===== src/rtl/core/jpn_pkg.sv =====
// ----------------------------------------------------------------------------
// jpn_pkg
// Shared types and constants for the joint pose blender.
// ----------------------------------------------------------------------------
`default_nettype none
package jpn_pkg;

  localparam logic [16:0] ONE_Q16 = 17'd65536;
  localparam logic [15:0] ONE_Q14 = 16'h4000;
  localparam int          SQ_STAGES = 25;  // one root bit per stage
  localparam int          DV_STAGES = 26;  // one quotient bit per stage
  localparam int          Q_DEPTH = 4;
  localparam int          Q_AW = $clog2(Q_DEPTH);

  // Word handed from the front to the back: position and the four
  // weighted rotation sums as sign and magnitude.
  typedef struct packed {
    logic [47:0]       pos;
    logic [3:0]        neg;
    logic [3:0][31:0]  mag;
  } jpn_sum_t;

  // Sideband that travels with an item through the normalizer.
  typedef struct packed {
    logic [47:0]       pos;
    logic [3:0]        neg;
    logic [3:0][23:0]  m;
    logic              zero;
  } jpn_side_t;

  // Queue status seen by the front.
  typedef struct packed {
    logic full;
    logic empty;
  } jpn_qstat_t;

endpackage
`default_nettype wire


===== src/rtl/core/jpn_queue.sv =====
// ----------------------------------------------------------------------------
// jpn_queue
// Short queue between the front and the back.
// ----------------------------------------------------------------------------
`default_nettype none
module jpn_queue (
  input  wire logic                clk,
  input  wire logic                rst_n,
  input  wire logic                push,
  input  wire jpn_pkg::jpn_sum_t   push_word,
  output logic                     pop_valid,
  output jpn_pkg::jpn_sum_t        pop_word,
  output jpn_pkg::jpn_qstat_t      qstat
);
  import jpn_pkg::*;

  jpn_sum_t         mem [Q_DEPTH];
  logic [Q_AW-1:0]  wp_r, rp_r;
  logic [Q_AW:0]    cnt_r;
  logic             pop;

  // The back never stalls, so a word leaves as soon as one is present.
  assign pop         = (cnt_r != '0);
  assign pop_valid   = pop;
  assign pop_word    = mem[rp_r];
  assign qstat.full  = (cnt_r == (Q_AW+1)'(Q_DEPTH));
  assign qstat.empty = !pop;

  always_ff @(posedge clk) begin
    if (!rst_n) begin
      wp_r  <= '0;
      rp_r  <= '0;
      cnt_r <= '0;
    end else begin
      if (push) wp_r <= wp_r + 1'b1;
      if (pop)  rp_r <= rp_r + 1'b1;
      cnt_r <= cnt_r + (Q_AW+1)'(push) - (Q_AW+1)'(pop);
    end
  end

  always_ff @(posedge clk) begin
    if (push) mem[wp_r] <= push_word;
  end

endmodule
`default_nettype wire


===== config.mk =====
export PLATFORM = sky130hd
export DESIGN_NAME = jpn_queue
export DESIGN_NICKNAME = d
export VERILOG_FILES = /design/src/rtl/core/jpn_pkg.sv /design/src/rtl/core/jpn_queue.sv
export SDC_FILE = /design/constraint.sdc
export NUM_CORES = 1
export LEC_CHECK = 0
export BUFFER_PORTS_ARGS = -buffer_cell sky130_fd_sc_hd__buf_2
export CAP_MARGIN = 40
export CORE_AREA = 10 10 324 326
export DETAILED_ROUTE_END_ITERATION = 12
export DIE_AREA = 0 0 334 336
export SYNTH_ARGS = -nofsm -noshare
export SYNTH_HDL_FRONTEND = slang
export SYNTH_SLANG_ARGS = --single-unit
export TNS_END_PERCENT = 50

===== constraint.sdc =====
create_clock -name clk -period 12.4 [get_ports clk]
set_input_delay 0.62 -clock clk [delete_from_list [all_inputs] [get_ports clk]]
set_output_delay 0.62 -clock clk [all_outputs]
set_load 0.1 [all_outputs]

==> metrics.txt, run 1 <==
Least-Margin Pin Slew=1.192 ns; largest family of logic cells by synthesized area=multiplexers; arithmetic-cell share of the synthesized area counting full adders, half adders and majority gates=less than 1%; clock slew at reported path FFs=roughly 0.06 ns; gr usage total=9.894%; cell breakdown of the critical path=buf_4 > buf_4 > mux4_2 > buf_2; DIE HEIGHT=~340 µm; multiplexer share of the synthesized area=roughly 15%; commonest register cell after synthesis=edfxtp_1; Layout Nets=1591; total number of vias=11780; Worst path slowest cell=dfxtp_4; critical path fanouts, max=33; number of global-route vias before repair=about 13000; proportion of register bits with asynchronous set or reset after synthesis=0%; most prevalent standard cell on the critical path=buf_4; part of the cycle the worst path needs=35.16%; count of max-cap constraint violations=0; final number of max-transition violations=0; core box area=98130 µm²; antenna violations before repair=16; cts-stage hold buffer count=0; # IOs=approximately 370; most common library cell in the layout ignoring fill and taps=edfxtp_1; last weighted congestion value of the routability-driven placer=between 0.7 and 0.8; Worst Clk Skew=~0.018 ns; count of yosys warnings during synthesis=0; Pre-antenna DRT Iters=5; clock period minus final worst setup slack=approximately 4.4 ns; worst rel slew slack=20.53%; area share of and/or/nand/nor cells after synthesis=0.3792%; cell area after synthesis=roughly 26000 µm²; Buffers on Ports=365; global-route wire length before repair=around 84000 µm; placement row count=115; clock tree from TritonCTS=done; Worst-Skew Late Latency=~0.64 ns; post-route setup TNS=0 ns; XOR/XNOR Fraction of Synth Area=less than 1%; antenna violation net count after detailed routing=0; sum of net half-perimeters after detailed placement=about 34000 µm; clk root buf=clkbuf_16; post-CTS setup-driven buffer insertion count=0; number of instances in the synthesized netlist=~980; routed length per placed instance=20.65 µm; Post-Route Utilization=32.93%; CTS buffer count=79; Synth cell types=22; run status=completed; most used cells in the layout excluding fill and tap cells=720 x edfxtp_1, 365 x buf_2, 180 x mux4_2; # H-tree levels=3; DRC violations left=0; WS Path Type=flip-flop to primary output; area added between synthesis and finish=22.42%; die area=112200 µm²; Setup Viol. Count Final=0; largest stage delay on the critical path=0.80 ns; worst min-delay path category=input pin to flip-flop; required arrival time at the worst endpoint=around 12 ns; fraction of final layout cells with drive strength greater than 1=between 40% and 50%; pin count of the biggest net entering global routing=roughly 130; endpoint class of the critical path=primary output; Post-Synthesis Net Count=between 1000 and 1500; share of synthesized area occupied by flip-flops and latches=just over 80%; CTS max path bufs=3; Starting DRT DRC Count=around 800; total wire length=around 57000 µm; clock net sink count=about 730; setup repair after global routing missed its margin=false; endpoints failing hold=0; average via count per standard cell=roughly 4.3; Post-CTS Resized=0; complex-gate fraction of the synthesized area=0.03318%; Chip Width=between 300 and 400 µm; EDFF count, synth=between 700 and 800; total congestion overflow=0; Worst EP arrival=3.74 ns; type of element launching the critical path=flip-flop; register bit count reported by yosys=729; Max Fclk=between 200 and 250 MHz; average cell area after synthesis=around 27 µm²; Initial Util=a little over a quarter
==> cell usage after synthesis, types with 2 or more instances <==
library cell,instances,share of area (%)
inv_1,7,0.10
nor3b_1,2,0.057
and2_1,8,0.19
mux2i_1,2,0.076
mux4_2,180,15
buf_2,21,0.40
edfxtp_1,720,82
ha_1,6,0.28
dfxtp_1,9,0.68
buf_6,11,0.47
clkbuf_1,6,0.085
buf_1,2,0.028
==> area by class of cell <==
type / count / area [µm²]
Multi-Input combinational cell: 208 / 4319
Fill cell: 9290 / 65820
Clock inverter: 48 / 416.7
Antenna cell: 4 / 10.01
Timing Repair Buffer: 376 / 1997
Sequential cell: 729 / 21810
Tap cell: 1287 / 1610
Clock buffer: 96 / 2126
Inverter: 7 / 26.28
==> path summary, 6_finish.rpt <==
path	slack [ns]	to	cells after the start	startpoint
setup reg to reg	9.81	mem[2][76]	4	wp_r[0]
setup / recovery	8.04	pop_word[93]	4	flip-flop
hold reg to reg	0.46	flip-flop	2	rp_r[1]
hold / removal	0.20	mem[1][69]	1	push_word[69]
==> registers in the layout, summed over array words and instances, names as in the netlist, named ones only <==
| register | cells |
|---|---|
| mem | 720 |
| cnt_r | 3 |
| rp_r | 2 |
| wp_r | 2 |
==> cell families after synthesis <==
family	count (synthesis)
AOI/OAI and AO/OA	1
xor gates and xnor gates	2
adders and majority gates	7
buffers and inverters	47
DFF	729
muxes	182
and+or+nand+nor	16
==> stage by stage <==
step / cell area [µm²] / std cells / hold WS [ns] / worst slack (ns)
floorplan: 26400 / 984 / 0.4451 / 7.127
global placement: 29720 / 2605 / 0.4510 / 8.495
detailed placement: 29760 / 2607 / 0.4576 / 8.479
CTS: 32300 / 2751 / 0.1043 / 7.762
global route: 32300 / 2751 / 0.1475 / 7.583
finish: 32310 / 2755 / 0.1989 / 8.040
==> worst max-delay path, delay by kind of cell, from the launching register on <==
| kind | cells | cell delay [ns] |
|---|---|---|
| DFF | 1 | 0.80 |
| buffers and inverters | 3 | 1.62 |
| muxes | 1 | 0.58 |
==> per-layer routing <==
metal | up-vias | track usage (%) | part of all wire (%)
met3 | 103 | 4.170 | 8.6
met4 | 26 | 3.449 | 2.3
met5 | - | 0 | 0.31
met1 | 6186 | 11.85 | 40
met2 | 340 | 15.91 | 49
li1 | 5129 | - | -
Power of run 1 is not shown: default switching activity piles up to over one toggle a cycle in this logic, so the estimate is an artifact.
==> run 2: changes to the inputs <==
==> constraint.sdc (replaced) <==
create_clock -name clk -period 4.48 [get_ports clk]
set_input_delay 0.224 -clock clk [delete_from_list [all_inputs] [get_ports clk]]
set_output_delay 0.224 -clock clk [all_outputs]
set_load 0.1 [all_outputs]
==> run 2 against run 1 <==
Net effect:
- register-to-register slack lost 7.5 ns
- cell count up 6.8%
- setup slack got worse by 6.6 ns
- critical path depth is 1 lower
- routed wire length is 3.3% higher
- critical endpoint is now pop_word[141]
==> metrics.txt, run 2 (synthesis gave the netlist of run 1 again) <==
run status=completed; total area of multi-input combinational cells=~4300 µm²; global-route wire length before repair=88490 µm; design internal power=around 0.014 W; clock slew at reported path FFs=0.06 ns; cell breakdown of the critical path=buf_12 > mux4_2 > buf_2; average via count per standard cell=approximately 4.3; critical path fanouts, max=45; worst min-delay path category=input pin to flip-flop; # IOs=about 370; Buffers on Ports=365; total number of vias=12550; CTS buffer count=~80; post-CTS setup-driven buffer insertion count=0; setup repair after global routing missed its margin=false; Initial Util=between 20% and 30%; Pre-antenna DRT Iters=4; Max Fclk=326.8 MHz; total congestion overflow=0; Seq. cell area=about 22000 µm²; Worst path slowest cell=dfxtp_4; most common library cell in the layout ignoring fill and taps=edfxtp_1; Setup Viol. Count Final=0; area added between synthesis and finish=29.80%; CTS max path bufs=3; # H-tree levels=3; antenna violation net count after detailed routing=0; clock net sink count=729; clock period minus final worst setup slack=approximately 3.1 ns; fraction of power spent switching nets=roughly 44%; last weighted congestion value of the routability-driven placer=slightly below 0.7; final number of max-transition violations=0; Layout Nets=roughly 1800; Post-CTS Resized=0; die area=between 100000 and 150000 µm²; gr usage total=10.34%; largest stage delay on the critical path=0.78 ns; top cell family by delay on the critical path=flip-flops; Starting DRT DRC Count=roughly 820; Least-Margin Pin Slew=~0.75 ns; flip-flop count of the largest register, all copies and words added=720; antenna violations before repair=6; WS Path Type=flip-flop to primary output; part of the cycle the worst path needs=approximately two thirds; pin count of the biggest net entering global routing=70; number of buffers and inverters on the critical path=2; leading registers by flop count=mem (720), cnt_r (3); placement row count=115; endpoints failing hold=0; fraction of final layout cells with drive strength greater than 1=41.01%; power density over cell area=between 700 and 800 nW/µm²; Top reg by flops=mem; switching pwr=0.01070 W; count of max-cap constraint violations=0; count of fill cells added during filler insertion=a little over 9000; required arrival time at the worst endpoint=roughly 4.3 ns; Post-Route Utilization=approximately a third; Chip Width=roughly 330 µm; core box area=around 100000 µm²; clock tree from TritonCTS=done; total wire length=a little under 60000 µm; type of element launching the critical path=flip-flop; combinational group share of total power=about two fifths; routed length per placed instance=~20 µm; sum of net half-perimeters after detailed placement=about 37000 µm; Worst-Skew Late Latency=0.63 ns; DIE HEIGHT=about 340 µm; Worst Clk Skew=between 0.01 and 0.015 ns; DRC violations left=0; clk root buf=clkbuf_16; P_leak=11.41 nW; Max VDD drop=approximately 0.64 mV; worst rel slew slack=49.99%; Worst EP arrival=~2.8 ns; most used cells in the layout excluding fill and tap cells=720 x edfxtp_1, 365 x buf_2, 182 x dlygate4sd3_1; number of global-route vias before repair=about 14000; register share of total power=33.1%; clock share of power=about a quarter; endpoint class of the critical path=primary output; Total Power=0.02429 W
-- run 2: path summary, 6_finish.rpt --
| check | start | end | slack [ns] | cells past startpoint |
|---|---|---|---|---|
| worst max-delay path | flip-flop | pop_word[141] | 1.42 | 3 |
| worst min register to register | rp_r[1] | flip-flop | 0.47 | 2 |
| worst min-delay path | push | wp_r[0] | 0.06 | 3 |
| worst max register to register | cnt_r[1] | cnt_r[2] | 2.29 | 7 |
-- run 2: what timing repair did --
action                                  CTS  global route
hold buffers                            182             0
endpoints found under the setup margin    0             0
endpoints found under the hold margin   729             0
-- run 2: final cells by class --
class | instances | area share [%]
diodes | 4 | 0.02922
clock buffers | 103 | 6.153
clock inverters | 34 | 0.9787
inverters | 7 | 0.07669
multi-input cells | 208 | 12.61
flip-flops and latches | 729 | 63.65
well taps | 1287 | 4.700
repair buffers | 570 | 11.80
-- run 2: worst min-delay path, stage by stage --
cell    delay, ns
buf_2        0.18
xor2_1       0.09
and2_1       0.14
-- run 2: layer usage --
metal	track usage, %	wire (µm)
met1	12.52	23760
met2	17.09	28920
met3	3.727	4904
met4	3.297	1152
met5	0	37
-- run 2: metrics by stage --
stage / setup WS, ns / TNS (ns) / hold slack [ns] / instances / cell area [µm²]
after CTS: 1.269 / 0 / 0.006430 / 2938 / 34250
after global routing: 1.190 / 0 / 0.05337 / 2941 / 34260
final: 1.420 / 0 / 0.06220 / 2942 / 34260
after floorplan: -0.7049 / -253.77 / 0.3229 / 984 / 26400
after global placement: 1.979 / 0 / 0.4325 / 2616 / 29900
after detailed placement: 1.974 / 0 / 0.4418 / 2619 / 29990
-- run 2: power by group through the flow --
stage / clock (W) / sequential (W) / combinational [W]
after global placement: 0 / 0.00818 / 0.0101
final: 0.00610 / 0.00805 / 0.0101
after CTS: 0.00631 / 0.00806 / 0.0103
after detailed placement: 0 / 0.00820 / 0.0101
after global routing: 0.00661 / 0.00809 / 0.0105
after floorplan: 0 / 0.00809 / 0.00867
Power figures use the tool's default switching activity.
